`config.mk`:
```
export PLATFORM = sky130hd
export DESIGN_NAME = gspm_div
export DESIGN_NICKNAME = d
export VERILOG_FILES = /design/src/gspm_div.sv
export SDC_FILE = /design/constraint.sdc
export NUM_CORES = 1
export LEC_CHECK = 0
export BUFFER_PORTS_ARGS = -buffer_cell sky130_fd_sc_hd__buf_2
export CORE_MARGIN = 4
export CORE_UTILIZATION = 40
export CTS_BUF_LIST = sky130_fd_sc_hd__clkbuf_4 sky130_fd_sc_hd__clkbuf_8 sky130_fd_sc_hd__clkbuf_16
export CTS_CLUSTER_DIAMETER = 200
export DETAILED_ROUTE_END_ITERATION = 6
export PLACE_DENSITY = 0.66
export SETUP_SLACK_MARGIN = 0.3
export SLEW_MARGIN = 20
export SYNTH_ARGS = -nofsm -noshare
export SYNTH_HDL_FRONTEND = slang
export SYNTH_SLANG_ARGS = --single-unit
```
`constraint.sdc`:
```
create_clock -name clk -period 9.06 [get_ports clk]
set_clock_uncertainty 0.15 [all_clocks]
set_input_delay 0.453 -clock clk [delete_from_list [all_inputs] [get_ports clk]]
set_output_delay 0.453 -clock clk [all_outputs]
set_load 0.01 [all_outputs]
```
`src/gspm_div.sv`:
```
// Restoring divider, 64 by 32 bits, one quotient bit per cycle.
module gspm_div (
    input  logic        clk,
    input  logic        rst_n,
    input  logic        start,
    input  logic [63:0] dividend,
    input  logic [31:0] divisor,
    output logic        done,
    output logic [63:0] quotient
);

    logic [63:0] dvd_reg, dvd_next;
    logic [31:0] dsr_reg, dsr_next;
    logic [31:0] rem_reg, rem_next;
    logic [6:0]  cnt_reg, cnt_next;
    logic        done_reg, done_next;
    logic [32:0] rem_sh;
    logic [32:0] rem_sub;

    always_comb
    begin
        dvd_next  = dvd_reg;
        dsr_next  = dsr_reg;
        rem_next  = rem_reg;
        cnt_next  = cnt_reg;
        done_next = 1'b0;
        rem_sh    = {rem_reg, dvd_reg[63]};
        rem_sub   = rem_sh - {1'b0, dsr_reg};
        if (start)
        begin
            dvd_next = dividend;
            dsr_next = divisor;
            rem_next = '0;
            cnt_next = 7'd64;
        end
        else if (cnt_reg != 7'd0)
        begin
            if (rem_sh >= {1'b0, dsr_reg})
            begin
                rem_next = rem_sub[31:0];
                dvd_next = {dvd_reg[62:0], 1'b1};
            end
            else
            begin
                rem_next = rem_sh[31:0];
                dvd_next = {dvd_reg[62:0], 1'b0};
            end
            cnt_next = cnt_reg - 7'd1;
            if (cnt_reg == 7'd1)
            begin
                done_next = 1'b1;
            end
        end
    end

    always_ff @(posedge clk or negedge rst_n)
    begin
        if (!rst_n)
        begin
            cnt_reg  <= '0;
            done_reg <= 1'b0;
        end
        else
        begin
            cnt_reg  <= cnt_next;
            done_reg <= done_next;
        end
    end

    always_ff @(posedge clk)
    begin
        dvd_reg <= dvd_next;
        dsr_reg <= dsr_next;
        rem_reg <= rem_next;
    end

    assign done     = done_reg;
    assign quotient = dvd_reg;

endmodule

```
Word-level counts from Yosys, hierarchy flattened --
Index checks and enable logic that the tools add are counted.
Word-level totals: register bits 136, input bits 99, output and inout bits 65, word-level logic and storage cells 20
Operators by class: add/subtract/negate cells 2, magnitude comparators 1, equal/unequal tests 1, muxes and demuxes 9, reductions and logical operators 2
Operator list (count):
- 2-to-1 mux 64 bit | 2
- >= comparator 33 x 32 -> 1 bit | 1
- 2-to-1 mux 32 bit | 1
- subtractor 32 bit | 1
- 2-to-1 mux 7 bit | 2
- == test 7 x 1 -> 1 bit, second input constant | 1
- nonzero test 7 bit | 1
- subtractor 7 x 1 -> 7 bit, second input constant | 1
- 2-to-1 mux 1 bit | 4
- nonzero test 2 bit | 1

Longest topological paths before layout --
depth after elaboration 4, mapped depth 13, gate-level depth less buffers 11

Worst setup path after synthesis --
OpenSTA, ideal clock, no wires.
kind register to register, start register cnt_reg[4], end register dvd_reg[0], in the netlist quotient[0], enable pin, setup time 695 ps, data arrival time 2481 ps, setup slack 5734 ps, cell stages (with the launch flop) 6, path through dfrtp_1 -> nor3_1 -> and3_1 -> clkbuf_1 -> clkbuf_1 -> nand2b_1
Between the ends: cells in the longest elaborated chain, start to end 2
Ends and longest elaborated chain:
- start, declared | RTL line 15 | logic [6:0] cnt_reg, cnt_next;
- start signal, assigned | RTL line 65 | cnt_reg <= cnt_next;
- nonzero test 7 bit | RTL line 36 | else if (cnt_reg != 7'd0)
- nonzero test 2 bit (no line)
- end signal, assigned | RTL line 72 | dvd_reg <= dvd_next;
- end, declared | RTL line 12 | logic [63:0] dvd_reg, dvd_next;
No other way between the ends. A chain may end at the register's enable or synchronous reset.

Final worst setup path --
start register dsr_reg[24], end register rem_reg[18]
Between the ends: cells in the longest elaborated chain, start to end 2
Ends and longest elaborated chain:
- start, declared | RTL line 13 | logic [31:0] dsr_reg, dsr_next;
- start signal, assigned | RTL line 73 | dsr_reg <= dsr_next;
- >= comparator 33 x 32 -> 1 bit | RTL line 38 | if (rem_sh >= {1'b0, dsr_reg})
- 2-to-1 mux 32 bit | RTL line 38
- end signal, assigned | RTL line 74 | rem_reg <= rem_next;
- end, declared | RTL line 14 | logic [31:0] rem_reg, rem_next;
No other way between the ends.

==> results by group <==
Run status
  – Status: finished clean

Finish
  – Post-layout util: between 50% and 60%
  – Antenna Cells: 0
  – Fin cells: between 1000 and 1500
  – Fin nets: approximately 1000
  – Fill cells: ~1700
  – Most frequent cells in the layout: 162 x buf_2, 96 x edfxtp_1, 65 x mux2_2
  – Largest register FFs: between 60 and 70
  – Layout overhead on the synthesized area: 21.65%
  – Share of cells above drive strength 1: 32.36%
  – Commonest non-fill, non-tap cell in the layout: buf_2

Route
  – Drt pass-1 iters: 5
  – Avg Vias per Cell: approximately 5.3
  – DRT iter0 DRCs: about 300
  – Via Count: around 5700
  – Avg WL per Cell: around 17 um
  – Post-Route WL: ~18 mm
  – Post-route ant nets: 0
  – DRC viols: 0

Yosys
  – Seq/Total Area, Yosys: approximately half
  – Post-synth top area share: 38.57%
  – Synth Area in Simple Gates: between 10% and 20%
  – Mapped Area: ~7500 um2
  – Post-synthesis xor/xnor area fraction: under 10%
  – Top cells by area, synth: edfxtp_1 39%, mux2_2 9.8%, dfxtp_1 8.6%, ha_1 5.7%, nand2_1 3.1%
  – Syn_nets: 827
  – Main combinational cell family by area after synthesis: compound AO/OA/AOI/OAI gates
  – Post-Synthesis Cells: 693
  – Synth warn: 0
  – Compound-Gate Fraction of Synth Area: 14.03%
  – Largest area contributor in the netlist: edfxtp_1
  – Synth Area in Adders: 5.960%
  – Multiplexer share of the synthesized area: between 10% and 20%
  – Distinct cell type count after synthesis: 58
  – EDFF count, synth: 96
  – Leading register cell type out of synthesis: edfxtp_1
  – Yosys reg bits: around 140
  – Mean Syn Cell Area: approximately 11 um2
  – Ys async rst share: 5.882%

Placement
  – Dpl hpwl: ~13 mm
  – Inst Count DP: 1052
  – RD Place Congestion: 0.9051
  – IO Port Bufs: 163

Die
  – Site row count: 49
  – DIE WIDTH: approximately 140 um
  – Num ports: 164
  – Die height: 144.7 um
  – Die ar.: between 20000 and 25000 um2
  – Core Footprint: roughly 18000 um2
  – Initial Utilization: around 40%

CTS
  – Root buffer cell: clkbuf_16
  – Post-CTS setup buffer count: 0
  – Clk sinks: roughly 140
  – Cts bufs inserted: 17
  – CTS H-tree lvls: 4
  – Worst skew pair latency: between 0.4 and 0.5 ns
  – CTS max path bufs: 2
  – CTS tree: done
  – Clock-pin slew on the worst setup and hold paths: about 0.07 ns

Pwr
  – Lkg Pwr: roughly 0.004 uW
  – Pwr/cell area: 303.9 nW/um2
  – Peak supply drop: ~0.14 mV

Critical path
  – Startpoint types: register
  – Worst EP required: approximately 9.2 ns
  – Critical path endpoint category: register
  – Crit path kind: reg2reg
  – CP Data Arrival Time: roughly 3.5 ns
  – CP Max Fanout: 16

Timing
  – Final-report setup violation count: 0
  – Slew margin rel.: between 40% and 50%
  – Slew Limit Fails: 0
  – Final period utilization: a little over a third
  – Tightest hold margin: about 0.05 ns
  – Tightest Pin Transition: approximately 0.84 ns
  – Final hold vios: 0
  – Fmax: between 0.3 and 0.4 GHz
  – TNS Setup: 0 ns
  – Minimum clock period: about 3.3 ns
  – Unrepaired setup endpoints after global routing: false

Global route
  – GR Util All Layers: between 15 and 20%
  – Number of global-route vias before repair: between 5000 and 6000
  – Initial antenna violation count: 0
  – First-pass GRT wire length: ~28 mm
  – Grt total ovfl: 0
  – Largest net degree at the start of global routing: 65

Flow run
  – Max_cap viols: 0

Worst hold path
  – Worst hold path class: in2reg
## stage by stage
| step | power, uW | setup WS [ns] | area [um2] |
|---|---|---|---|
| 2_1_floorplan | 1753 | 5.734 | 7473 |
| 3_3_place_gp | 2020 | 5.916 | 8453 |
| 3_5_place_dp | 2028 | 5.821 | 8453 |
| 4_1_cts | 2781 | 5.761 | 9091 |
| 5_1_grt | 2949 | 5.503 | 9091 |
| 6_report | 2763 | 5.748 | 9091 |
## worst max-delay path: stages, from the launching register on
cell and delay (ns):
edfxtp_1 0.32, inv_1 0.04, ha_1 0.40, a21oi_1 0.23, o21ai_0 0.23, nor2_1 0.16
o211a_1 0.16, o211ai_1 0.19, nor2_2 0.59, buf_4 0.36, a21oi_1 0.10, a211oi_1 0.27
## layout make-up
cell class                 count  area (um2)  share of cell area [%]
tap                          229       286.5                   3.152
timing repair buffer         171       880.8                   9.689
multi-input combinational    472        3403                   37.43
clock inverter                15       202.7                   2.230
clock buffer                  17       425.4                   4.679
inverter                      45       168.9                   1.858
sequential                   136        3724                   40.96
## path summary, 6_finish.rpt
path | start | endpoint | slack (ns) | cells after the start
max | dsr_reg[24] | rem_reg[18] | 5.75 | 11
min reg2reg | rem_reg[1] | rem_reg[1] | 0.33 | 2
min in group asynchronous | rst_n | cnt_reg[6] | 0.26 | 2
min | divisor[13] | dsr_reg[13] | 0.05 | 1
max in group asynchronous | rst_n | cnt_reg[3] | 8.33 | 2
max reg2reg | dsr_reg[24] | rem_reg[18] | 5.75 | 11
## cell usage after synthesis (7+ instances only)
| cell | instances |
|---|---|
| a211oi_1 | 15 |
| a21o_1 | 9 |
| a21oi_1 | 45 |
| a311oi_1 | 14 |
| buf_2 | 7 |
| clkbuf_1 | 26 |
| dfrtp_1 | 8 |
| dfxtp_1 | 32 |
| edfxtp_1 | 96 |
| ha_1 | 34 |
| inv_1 | 45 |
| mux2_2 | 65 |
| nand2_1 | 61 |
| nand3_1 | 12 |
| nand4_1 | 14 |
| nor2_1 | 60 |
| nor3_1 | 11 |
| o211ai_1 | 9 |
| o21ai_0 | 18 |
| xnor2_1 | 16 |
| xor2_1 | 12 |
## repair_timing
| item | 4_1_cts | 5_1_grt |
|---|---|---|
| hold endpoints to repair | 8 | 0 |
| gates resized for setup | 0 | 0 |
| hold buffers | 1 | 0 |
## layer usage
layer	share of wire [%]	global-route usage (%)	vias to the layer above	wire length [um]
li1	-	-	2859	-
met1	45	23.09	2702	8103
met2	48	26.75	165	8599
met3	6.1	5.094	19	1094
met4	1.2	4.467	0	214
met5	0	0	-	0
## logic make-up (layout without fill, tap and decap cells)
logic type	after synthesis	count (layout)
muxes	68	68
DFF	136	136
and+or+nand+nor	189	189
xor gates and xnor gates	28	28
AOI/OAI and AO/OA	152	152
adders and majority gates	35	35
buffers and inverters	85	248
## report_power, final
part,switching (uW),internal [uW]
Sequential,90.9,831
Clock,311,423
Combinational,661,446
(Power assumes the default switching activity.)
