**src/gspm_isqrt.sv**
```systemverilog
// Integer square root of a 64-bit value, one result bit per cycle.
module gspm_isqrt (
    input  logic        clk,
    input  logic        rst_n,
    input  logic        start,
    input  logic [63:0] value,
    output logic        done,
    output logic [31:0] root
);

    logic [63:0] v_reg, v_next;
    logic [63:0] r_reg, r_next;
    logic [63:0] bit_reg, bit_next;
    logic        done_reg, done_next;
    logic [63:0] trial;

    always_comb
    begin
        v_next    = v_reg;
        r_next    = r_reg;
        bit_next  = bit_reg;
        done_next = 1'b0;
        trial     = r_reg + bit_reg;
        if (start)
        begin
            v_next   = value;
            r_next   = '0;
            bit_next = 64'h4000_0000_0000_0000;
        end
        else if (bit_reg != 64'd0)
        begin
            if (v_reg >= trial)
            begin
                v_next = v_reg - trial;
                r_next = (r_reg >> 1) + bit_reg;
            end
            else
            begin
                r_next = r_reg >> 1;
            end
            bit_next = bit_reg >> 2;
            if (bit_reg == 64'd1)
            begin
                done_next = 1'b1;
            end
        end
    end

    always_ff @(posedge clk or negedge rst_n)
    begin
        if (!rst_n)
        begin
            bit_reg  <= '0;
            done_reg <= 1'b0;
        end
        else
        begin
            bit_reg  <= bit_next;
            done_reg <= done_next;
        end
    end

    always_ff @(posedge clk)
    begin
        v_reg <= v_next;
        r_reg <= r_next;
    end

    assign done = done_reg;
    assign root = r_reg[31:0];

endmodule

```
**config.mk**
```make
export PLATFORM = sky130hd
export DESIGN_NAME = gspm_isqrt
export DESIGN_NICKNAME = d
export VERILOG_FILES = /design/src/gspm_isqrt.sv
export SDC_FILE = /design/constraint.sdc
export NUM_CORES = 1
export LEC_CHECK = 0
export BUFFER_PORTS_ARGS = -buffer_cell sky130_fd_sc_hd__buf_2
export CORE_MARGIN = 4
export CORE_UTILIZATION = 35
export DETAILED_ROUTE_END_ITERATION = 7
export HOLD_SLACK_MARGIN = 0.15
export SYNTH_ARGS = -nofsm -noshare
export SYNTH_HDL_FRONTEND = slang
export SYNTH_SLANG_ARGS = --single-unit
```
**constraint.sdc**
```tcl
create_clock -name clk -period 13.45 [get_ports clk]
set_input_delay 0.6725 -clock clk [delete_from_list [all_inputs] [get_ports clk]]
set_output_delay 0.6725 -clock clk [all_outputs]
set_load 0.02 [all_outputs]
```
== Yosys cells after proc, flatten, opt, wreduce, memory -nomap -nowiden ==
Cells that the tools add are included.
W data, S select, Z words.
Operators by class
  add/subtract/negate cells: 3
  reduce and logical (&&, ||, !) cells: 4
  order comparisons: 1
  equal/unequal tests: 1
  muxes and demuxes: 9
Operators by type and width (number)
  $mux W64: 6
  $add A63 B64 Y64: 1
  $add A64 B64 Y64: 1
  $eq A64 B1 Y1 const B: 1
  $ge A64 B64 Y1: 1
  $reduce_bool A64 Y1: 1
  $sub A64 B64 Y64: 1
  $reduce_bool A2 Y1: 2
  $mux W1: 3
  $reduce_and A2 Y1: 1
Storage, ports and cells
  input port bits: 67
  bits in registers: 193
  output and inout bits: 33

== Longest topological paths before layout ==
Gate-level depths: netlist of the first run.
  depth after elaboration: 5
  mapped depth: 26
  mapped depth without buffers: 23

== Worst setup path before layout of the first run ==
Ideal clock, no wire load.
  path type: flip-flop to flip-flop
  start point: register bit_reg[2]
  end point: register v_reg[0] (enable)
  arrival: 9.459 ns
  setup time: 0.575 ns
  cell stages (with the launch flop): 24
  slack: 3.416 ns
  required time: 12.875 ns
  cell sequence: dfrtp_1 ha_1 a31oi_1 o21ai_0 a31oi_1 o31ai_1 a41oi_1 o21ai_1 nand3_1 o21ai_1 a31oi_1 xor2_1 ha_1 clkbuf_1 nand2_1 nor2_1 nand2_1 or4_1 o221ai_1 a31o_2 nor2_2 buf_2 clkbuf_1 o21ai_0
On the way
  word-level cells in the longest chain between the ends: 4
  elaborated cells between the ends (all ways): 6
RTL lines
  from (decl): line 13  | logic [63:0] bit_reg, bit_next;
  from (signal assigned): line 58  | bit_reg <= bit_next;
  $add A64 B64 Y64: line 23  | trial = r_reg + bit_reg;
  $ge A64 B64 Y1: line 32  | if (v_reg >= trial)
  $reduce_bool A2 Y1 (no source line)
  $reduce_and A2 Y1 (no source line) *
  to (signal assigned): line 65  | v_reg <= v_next;
  to (decl): line 11  | logic [63:0] v_reg, v_next;
Every way passes the cells marked *; elsewhere a longest branch is shown, timed or not.
A chain may end at the register's enable or synchronous reset.

== Worst setup path after layout of the first run ==
  start point: register bit_reg[2]
  end point: register v_reg[44] (enable)
Same word-level chain as after synthesis.

==> results of run 1 <==
## where the power goes
| part | switching (mW) | internal [mW] |
|---|---|---|
| sequential | 0.187 | 0.733 |
| combinational | 1.51 | 0.917 |
| clock | 0.228 | 0.283 |
| total | 1.92 | 1.93 |
## worst reg2reg max path: stages (launching register included)
cell and delay (ps):
dfrtp_1 420, ha_1 350, a31oi_1 150, o21ai_0 470, a31oi_1 270, o31ai_1 530, a41oi_1 280, o21ai_1 280
nand3_1 150, o21ai_1 280, xnor2_1 120, ha_1 450, and4_4 310, nand2_2 70, or4_1 420, or4_1 530
o221ai_1 200, a31o_2 170, nor2_4 40, buf_4 310, o21ai_4 230, buf_4 690
## logic make-up after synthesis
logic type,after synthesis
multiplexers,10
AO/OA/AOI/OAI,658
flip-flops,161
adder cells (fa/ha/maj),131
XOR/XNOR,159
AND/OR/NAND/NOR,681
buffers and inverters,193
## stage by stage
| step | std cells | setup WS [ps] | cell area (um2) | total power [mW] |
|---|---|---|---|---|
| after floorplan | 1993 | 3420 | 15600 | 2.77 |
| after global placement | 2528 | 6530 | 16100 | 3.30 |
| after detailed placement | 2528 | 6270 | 16100 | 3.32 |
| after CTS | 2560 | 6260 | 16700 | 3.85 |
| after global routing | 2560 | 5690 | 16700 | 4.17 |
| final | 2561 | 6240 | 16700 | 3.86 |
## cells in the mapped netlist, drive strengths merged (7+ instances only)
cell    count  area share [%]
a211oi     55             2.7
a21boi      9            0.43
a21o       54             2.6
a21oi     132             4.2
a221oi      7            0.43
a311oi     13            0.73
a31o       18             1.0
a31oi      71             2.9
a41oi       9            0.51
and2       16            0.64
and3       15            0.60
buf        58             2.5
clkbuf    106             2.6
dfrtp      33             5.3
dfxtp      64             8.2
edfxtp     64              12
ha        130              10
inv        28            0.67
nand2     249             6.0
nand2b     11            0.44
nand3      43             1.4
nand4      56             2.2
nor2      153             3.7
nor2b      55             2.2
nor3       30            0.96
nor4       18            0.72
o211ai     17            0.82
o21a       11            0.53
o21ai     165             5.3
o21bai     24             1.2
o31ai      23             1.2
o41ai       7            0.44
or3         8            0.32
or4         7            0.34
xnor2      84             4.7
xor2       75             4.2
## routing by layer
layer  global-route usage (%)  up-vias
li1                         -     7290
met1                     25.8     7086
met2                     34.6      350
met3                     3.45       57
met4                     4.87        0
met5                        0        -
## final timing paths
| kind | start | endpoint | slack [ps] | cells past startpoint |
|---|---|---|---|---|
| min in group clk | value[17] | v_reg[17] | 490 | 3 |
| max reg2reg | bit_reg[2] | v_reg[44] | 6240 | 21 |
| min | rst_n | done | 280 | 1 |
| min reg2reg | r_reg[0] | r_reg[0] | 540 | 2 |
| max | bit_reg[2] | v_reg[44] | 6240 | 21 |
| max in group asynchronous | rst_n | bit_reg[0] | 12620 | 1 |
## layout make-up
type / count / area (um2)
diodes: 1 / 2.50
clock buffers: 22 / 497
clock inverters: 10 / 96.3
fillers: 4707 / 27400
inverters: 29 / 109
multi-input cells: 1639 / 10700
flip-flops and latches: 161 / 4030
well taps: 592 / 741
repair buffers: 107 / 562
==> flow_metrics.tcl, run 1 <==
set metrics [dict create \
    outcome "complete, no violations" \
    clock-sinks 161 \
    rsz0062_at_grt "no" \
    holdBufCountCts 0 \
    clk_pin_slew_ps 70 \
    cts_tree "done" \
    path_cells "ha_1, a31oi_1, o21ai_0, a31oi_1, o31ai_1, a41oi_1, o21ai_1, nand3_1, o21ai_1, xnor2_1, ha_1, and4_4, nand2_2, or4_1, or4_1, o221ai_1, a31o_2, nor2_4, buf_4, o21ai_4, buf_4" \
    fmax_ghz 0.139 \
    crit_buf_inv 2 \
    synth_compound_area_share_pct 27.5 \
    first_pass_iters 5 \
    gp_congestion 0.927 \
    postCtsSetupBuffers 0 \
    synth_flop_cell "edfxtp_1" \
    worstPathRequired_ps 13530 \
    final_common_cell "nand2_1" \
    slew_headroom_pct 24.8 \
    synth_edf_count 64 \
    synth.yosys.seq_area_share_pct 25.9 \
    critPathTopFamily "compound AO/OA/AOI/OAI gates" \
    wl_per_cell_um 18.9 \
    period_minus_slack_ps 7210 \
    mostFrequentLayoutCells "248 x nand2_1, 156 x o21ai_0, 152 x nor2_1, 132 x a21oi_1, 130 x ha_1" \
    hold_viol 0 \
    ys_seq_elements 161 \
    num_rows 77 \
    netlist_area_um2 15600 \
    numCtsBuffers 17 \
    clockRootBuffer "clkbuf_16" \
    met2_length_um 23200 \
    drive_gt1_share_pct 9.15 \
    slew_violations 0 \
    worst_slew_pin_slew_ps 1130 \
    drt-met1-wl_um 22100 \
    cp-start-kind "flop" \
    ir_drop_mv 0.104 \
    io_buffer_count 99 \
    grt_pass1_wl_um 77400 \
    p_leak_nw 6.46 \
    clk_path_buf_depth 2 \
    synth_adder_area_share_pct 10.6 \
    cp_slowest_stage_delay_ps 690 \
    area_growth_pct 7.27 \
    synth_cells 1993 \
    grt_pass1_vias 14523 \
    cp_max_fo 64 \
    io_pins 100 \
    fin_skew_ps 17.6 \
    drt_iter0_drc 1119 \
    dpl.hpwl_um 37000 \
    fin_crit_sh_pct 53.6 \
    die-area_um2 48000 \
    syn_area_per_cell_um2 7.82 \
    core-area_um2 44100 \
    syn_nets 2191 \
    yosysWarnings 0 \
    vias 14783 \
    wl_met3_um 2250 \
    fin_nets 2153 \
    synth_mux_area_share_pct 0.683 \
    grt_usage_pct 20.0 \
    whs_ps 284 \
    post-route-util_pct 37.9 \
    h-tree-depth 4 \
    die_y_um 219 \
    fin_setup_tns_ps 0 \
    post_drt_via_cell_ratio 5.77 \
    wl_um 48400 \
    clk_latency_ps 470 \
    worstSetupPathType "reg -> reg" \
    drv_cap 0 \
    powerDensity_nw_per_um2 231 \
    fp.dieW_um 219 \
    synth_cell_type_count 83 \
    cp_slowest_cell "buf_4" \
    yosys.area_share.simple_pct 20.7 \
    start_util_pct 35.3 \
    hold_class "in -> async" \
    arrival_ps 7290 \
    synth_top_family_by_area "compound AO/OA/AOI/OAI gates" \
    setup_viol 0 \
    top_layer "met4" \
    synthXorXnorAreaFrac_pct 8.94 \
    crit_path_end_kind "flop" \
    ant_nets 0 \
    antenna_found_initial 0 \
    grt_max_degree 100 \
    drc 0 \
    overflow 0 \
    async_flop_share_pct 20.5 \
    ctsResizeCount 0 \
]
Note: power is estimated with default switching activity, not from simulation.
==> run 2, diff against run 1 <==
==> constraint.sdc (replaced) <==
create_clock -name clk -period 6.4 [get_ports clk]
set_input_delay 0.32 -clock clk [delete_from_list [all_inputs] [get_ports clk]]
set_output_delay 0.32 -clock clk [all_outputs]
set_load 0.02 [all_outputs]
==> flow_metrics.tcl, run 2 (synthesis results as in run 1) <==
set metrics [dict create \
    outcome "complete, no violations" \
    crit_path_end_kind "flop" \
    cts_tree "done" \
    drv_cap 0 \
    start_util_pct 35.3 \
    top_layer "met4" \
    grt_max_degree 89 \
    fillers 4685 \
    rr_startpoint "bit_reg[0]" \
    final-instance-count-excl-fill 2604 \
    fmax_ghz 0.166 \
    arrival_ps 6380 \
    reg2reg_depth 23 \
    fin_setup_tns_ps 0 \
    cp_max_fo 51 \
    drive_gt1_share_pct 10.3 \
    fin_nets 2197 \
    cp_slowest_stage_delay_ps 540 \
    post-route-util_pct 39.0 \
    io_pins 100 \
    overflow 0 \
    wl_met3_um 2540 \
    hold_viol 0 \
    first_pass_iters 5 \
    grt_pass1_wl_um 78200 \
    drc 0 \
    vias 14941 \
    worst_slew_pin_slew_ps 1240 \
    die_y_um 219 \
    rsz0062_at_grt "no" \
    whs_ps 165 \
    num_rows 77 \
    fin_skew_ps 12.9 \
    ant_nets 0 \
    area_growth_pct 10.5 \
    gp_congestion 0.928 \
    final_common_cell "nand2_1" \
    path_cells "ha_1, ha_1, a21o_1, a31o_2, a31o_2, a22o_1, a21o_1, a22o_1, nand3_1, a21boi_0, xnor2_1, ha_1, and4_4, nand2_2, or4_1, or4_1, o221ai_1, a31o_2, or2_1, buf_12, o21ai_0, xor2_1, a211oi_1" \
    totalPowerFinal_mw 8.30 \
    crit_buf_inv 1 \
    met2_length_um 23800 \
    critPathTopFamily "compound AO/OA/AOI/OAI gates" \
    numCtsBuffers 17 \
    p_leak_nw 6.70 \
    mostFrequentLayoutCells "248 x nand2_1, 155 x o21ai_0, 152 x nor2_1, 131 x a21oi_1, 130 x ha_1" \
    setup_viol 0 \
    worstPathRequired_ps 6760 \
    worstSetupPathType "reg -> reg" \
    powerDensity_nw_per_um2 482 \
    hold_class "in -> reg" \
    die-area_um2 48000 \
    clk_path_buf_depth 2 \
    core-area_um2 44100 \
    r2r-end "r_reg[33]" \
    ir_drop_mv 0.372 \
    period_minus_slack_ps 6030 \
    clk_pin_slew_ps 70 \
    cp_slowest_cell "or4_1" \
    grt_usage_pct 20.2 \
    reg2reg_slack_ps 370 \
    min_to "v_reg[41]" \
    cp-start-kind "flop" \
    wl_per_cell_um 18.8 \
    fp.dieW_um 219 \
    placed_cells 2547 \
    clk_latency_ps 450 \
    clockRootBuffer "clkbuf_16" \
    grt_pass1_vias 14474 \
    n_antenna_cell 0 \
    post_drt_via_cell_ratio 5.74 \
    clock-sinks 161 \
    slew_headroom_pct 16.6 \
    whs_path_depth 3 \
    slew_violations 0 \
    h-tree-depth 4 \
    wl_um 48900 \
    hold_path.startpoint "value[41]" \
    drt-met1-wl_um 21800 \
    io_buffer_count 99 \
    dpl.hpwl_um 37600 \
    drt_iter0_drc 1396 \
    fin_crit_sh_pct 94.2 \
    antenna_found_initial 1 \
]
-- run 2: changes by cell type in the layout (fill, tap and decap cells not counted), sizes merged --
cell | previous run | this run
buf | 107 | 127
bufinv | 1 | 4
clkbuf | 22 | 18
clkinv | 7 | 3
clkinvlp | 0 | 1
diode | 1 | 0
dlygate4sd3 | 0 | 24
inv | 31 | 35
-- run 2: timing repair --
action | CTS | global route
hold buffers | 24 | 0
endpoints found under the setup margin | 0 | 125
hold endpoints to repair | 56 | 0
resized for setup | 0 | 6
buffers inserted | 0 | 1
-- run 2: per-layer routing --
layer	track usage (%)	up-vias
li1	-	7372
met5	0	-
met3	3.57	38
met1	26.0	7124
met4	4.42	0
met2	35.5	407
-- run 2: worst min-delay path, cell delays in order --
cell,delay [ps]
buf_2,80
nand2_1,50
o21ai_0,70
-- run 2: worst max-delay path by stage --
| stage | startpoint | endpoint | slack, ps | depth (start not counted) |
|---|---|---|---|---|
| detailed placement | bit_reg[2] | r_reg[33] | 180 | 22 |
| CTS | bit_reg[2] | r_reg[33] | 150 | 22 |
| floorplan | bit_reg[2] | v_reg[0] | 30 | 23 |
| global placement | bit_reg[2] | r_reg[15] | 480 | 22 |
| global route | bit_reg[22] | r_reg[33] | 1 | 23 |
| finish | bit_reg[0] | r_reg[33] | 370 | 23 |
-- run 2: cell type report --
type	instances	area (um2)	share of cell area [%]
Tap cell	592	741	4.30
Sequential cell	161	4030	23.4
Timing Repair Buffer	151	990	5.75
Clock buffer	18	450	2.62
Inverter	29	109	0.632
Multi-Input combinational cell	1639	10700	62.1
Clock inverter	14	196	1.14
-- run 2: power breakdown --
| part | total [mW] | internal (mW) | switching [mW] |
|---|---|---|---|
| clock network | 1.17 | 0.684 | 0.486 |
| logic | 5.26 | 2.04 | 3.22 |
| registers | 1.88 | 1.54 | 0.339 |
-- run 2: per-stage QoR --
stage / worst slack, ps / cell area [um2]
after detailed placement: 176 / 16300
after global placement: 479 / 16300
final: 372 / 17200
after global routing: 1.45 / 17200
after floorplan: 32.5 / 15600
after CTS: 146 / 17200
==> run 3, diff against run 2 <==
--- a/config.mk
+++ b/config.mk
@@ -10,6 +10,7 @@
 export CORE_UTILIZATION = 35
 export DETAILED_ROUTE_END_ITERATION = 7
 export HOLD_SLACK_MARGIN = 0.15
+export PLACE_DENSITY = 0.64
 export SYNTH_ARGS = -nofsm -noshare
 export SYNTH_HDL_FRONTEND = slang
 export SYNTH_SLANG_ARGS = --single-unit
==> flow_metrics.tcl, run 3 (synthesis results as in run 1) <==
set metrics [dict create \
    cp-start-kind "flop" \
    fin_nets 2197 \
    crit_path_end_kind "flop" \
    core-area_um2 44100 \
    hold_class "in -> reg" \
    layout_setup_ws_ps 361 \
    worst_slew_pin_slew_ps 1310 \
    whs_ps 158 \
    period_minus_slack_ps 6040 \
    die_y_um 219 \
    multi_input_area_um2 10700 \
    num_rows 77 \
    worstSetupPathType "reg -> reg" \
    drt_iter0_drc 1342 \
    drv_cap 0 \
    slew_violations 0 \
    grt_max_degree 65 \
    h-tree-depth 4 \
    postCtsSetupBuffers 0 \
    top_usage_layer "met2" \
    dpl.hpwl_um 37100 \
    startpoint "bit_reg[2]" \
    antenna_found_initial 0 \
    drc 0 \
    fin_setup_tns_ps 0 \
    drive_gt1_share_pct 9.99 \
    final-instance-count-excl-fill 2604 \
    first_pass_iters 5 \
    hold_path.startpoint "value[56]" \
    slew_headroom_pct 12.2 \
    overflow 0 \
    start_util_pct 35.3 \
    dpl_cell_area_um2 16300 \
    rsz0062_at_grt "no" \
    fin_skew_ps 11.7 \
    io_pins 100 \
    vias 15124 \
    combPwrFrac_pct 63.7 \
    area_growth_pct 10.4 \
    worstPathRequired_ps 6770 \
    dpl_worst_slack_ps 255 \
    io_buffer_count 99 \
    powerDensity_nw_per_um2 479 \
    wl_um 48500 \
    die-area_um2 48000 \
    final_common_cell "nand2_1" \
    mostFrequentLayoutCells "248 x nand2_1, 155 x o21ai_0, 152 x nor2_1, 132 x a21oi_1, 130 x ha_1" \
    wl_per_cell_um 18.6 \
    ir_drop_mv 0.222 \
    regArea_um2 4030 \
    grt_pass1_wl_um 78100 \
    rr_startpoint "bit_reg[2]" \
    clk_path_buf_depth 2 \
    clock-sinks 161 \
    numCtsBuffers 17 \
    ant_nets 0 \
    power_frac_seq_pct 22.7 \
    setup_viol 0 \
    clockRootBuffer "clkbuf_16" \
    p_int_mw 4.21 \
    cp_max_fo 51 \
    clk_pin_slew_ps 70 \
    fillers 4646 \
    placed_cells 2544 \
    gr-usage-met1_pct 25.9 \
    p_switching_mw 4.03 \
    fmax_ghz 0.166 \
    post-route-util_pct 39.0 \
    grt_usage_pct 20.0 \
    arrival_ps 6410 \
    p_leak_nw 6.69 \
    cts_tree "done" \
    gp_congestion 0.919 \
    final_area_um2 17200 \
    outcome "complete, no violations" \
    fin_crit_sh_pct 94.4 \
    totalPowerFinal_mw 8.24 \
    grt_pass1_vias 14793 \
    p_sw_share_pct 48.9 \
    hold_viol 0 \
    grtUsageMet3_pct 3.34 \
    clk_latency_ps 460 \
    fp.dieW_um 219 \
    post_drt_via_cell_ratio 5.81 \
    n_antenna_cell 0 \
    grt_use_met2_pct 33.9 \
    clkPwrFrac_pct 13.6 \
]
run 3: final timing paths:
check                      slack (ps)         end  depth (start not counted)
setup / recovery                  360   r_reg[41]                         22
hold / removal                    160   v_reg[56]                          3
setup reg to reg                  360   r_reg[41]                         22
hold reg to reg                   550    r_reg[0]                          2
max in group asynchronous        5380  bit_reg[8]                          2
min in group asynchronous         490        done                          2
run 3: critical path, cell delays in order (launching register included):
cell	delay, ps
dfrtp_1	440
ha_1	350
a31oi_1	150
o21ai_1	220
a31oi_1	210
o31ai_2	420
a41oi_1	260
o21ai_2	250
nand3_1	140
o21ai_1	250
xnor2_1	150
ha_1	460
and4_4	300
nand2_2	70
or4_1	390
or4_1	520
o221ai_1	190
a31o_2	170
or2_1	170
buf_12	270
o21ai_0	170
xnor2_1	170
a211oi_1	220
run 3: layout make-up:
type | count | area share, %
inverter | 29 | 0.633
clock buffer | 23 | 2.97
multi-input combinational | 1639 | 62.2
clock inverter | 9 | 0.662
sequential | 161 | 23.4
tap | 592 | 4.31
timing repair buffer | 151 | 5.81
run 3: what timing repair did:
action / CTS / global route
resized for setup: 0 / 5
endpoints found under the setup margin: 0 / 97
hold buffers: 28 / 0
hold endpoints to repair: 60 / 0
run 3: power by group through the flow:
stage | logic, mW | registers, mW | clock network [mW]
2_1_floorplan | 4.10 | 1.71 | 0
3_3_place_gp | 5.09 | 1.88 | 0
3_5_place_dp | 5.15 | 1.89 | 0
4_1_cts | 5.21 | 1.87 | 1.14
5_1_grt | 5.81 | 1.91 | 1.18
6_report | 5.24 | 1.87 | 1.12
run 3: routing by layer:
| metal | vias up | part of all wire, % |
|---|---|---|
| li1 | 7378 | - |
| met1 | 7209 | 45 |
| met2 | 456 | 47 |
| met3 | 81 | 5.3 |
| met4 | 0 | 2.9 |
| met5 | - | 0 |
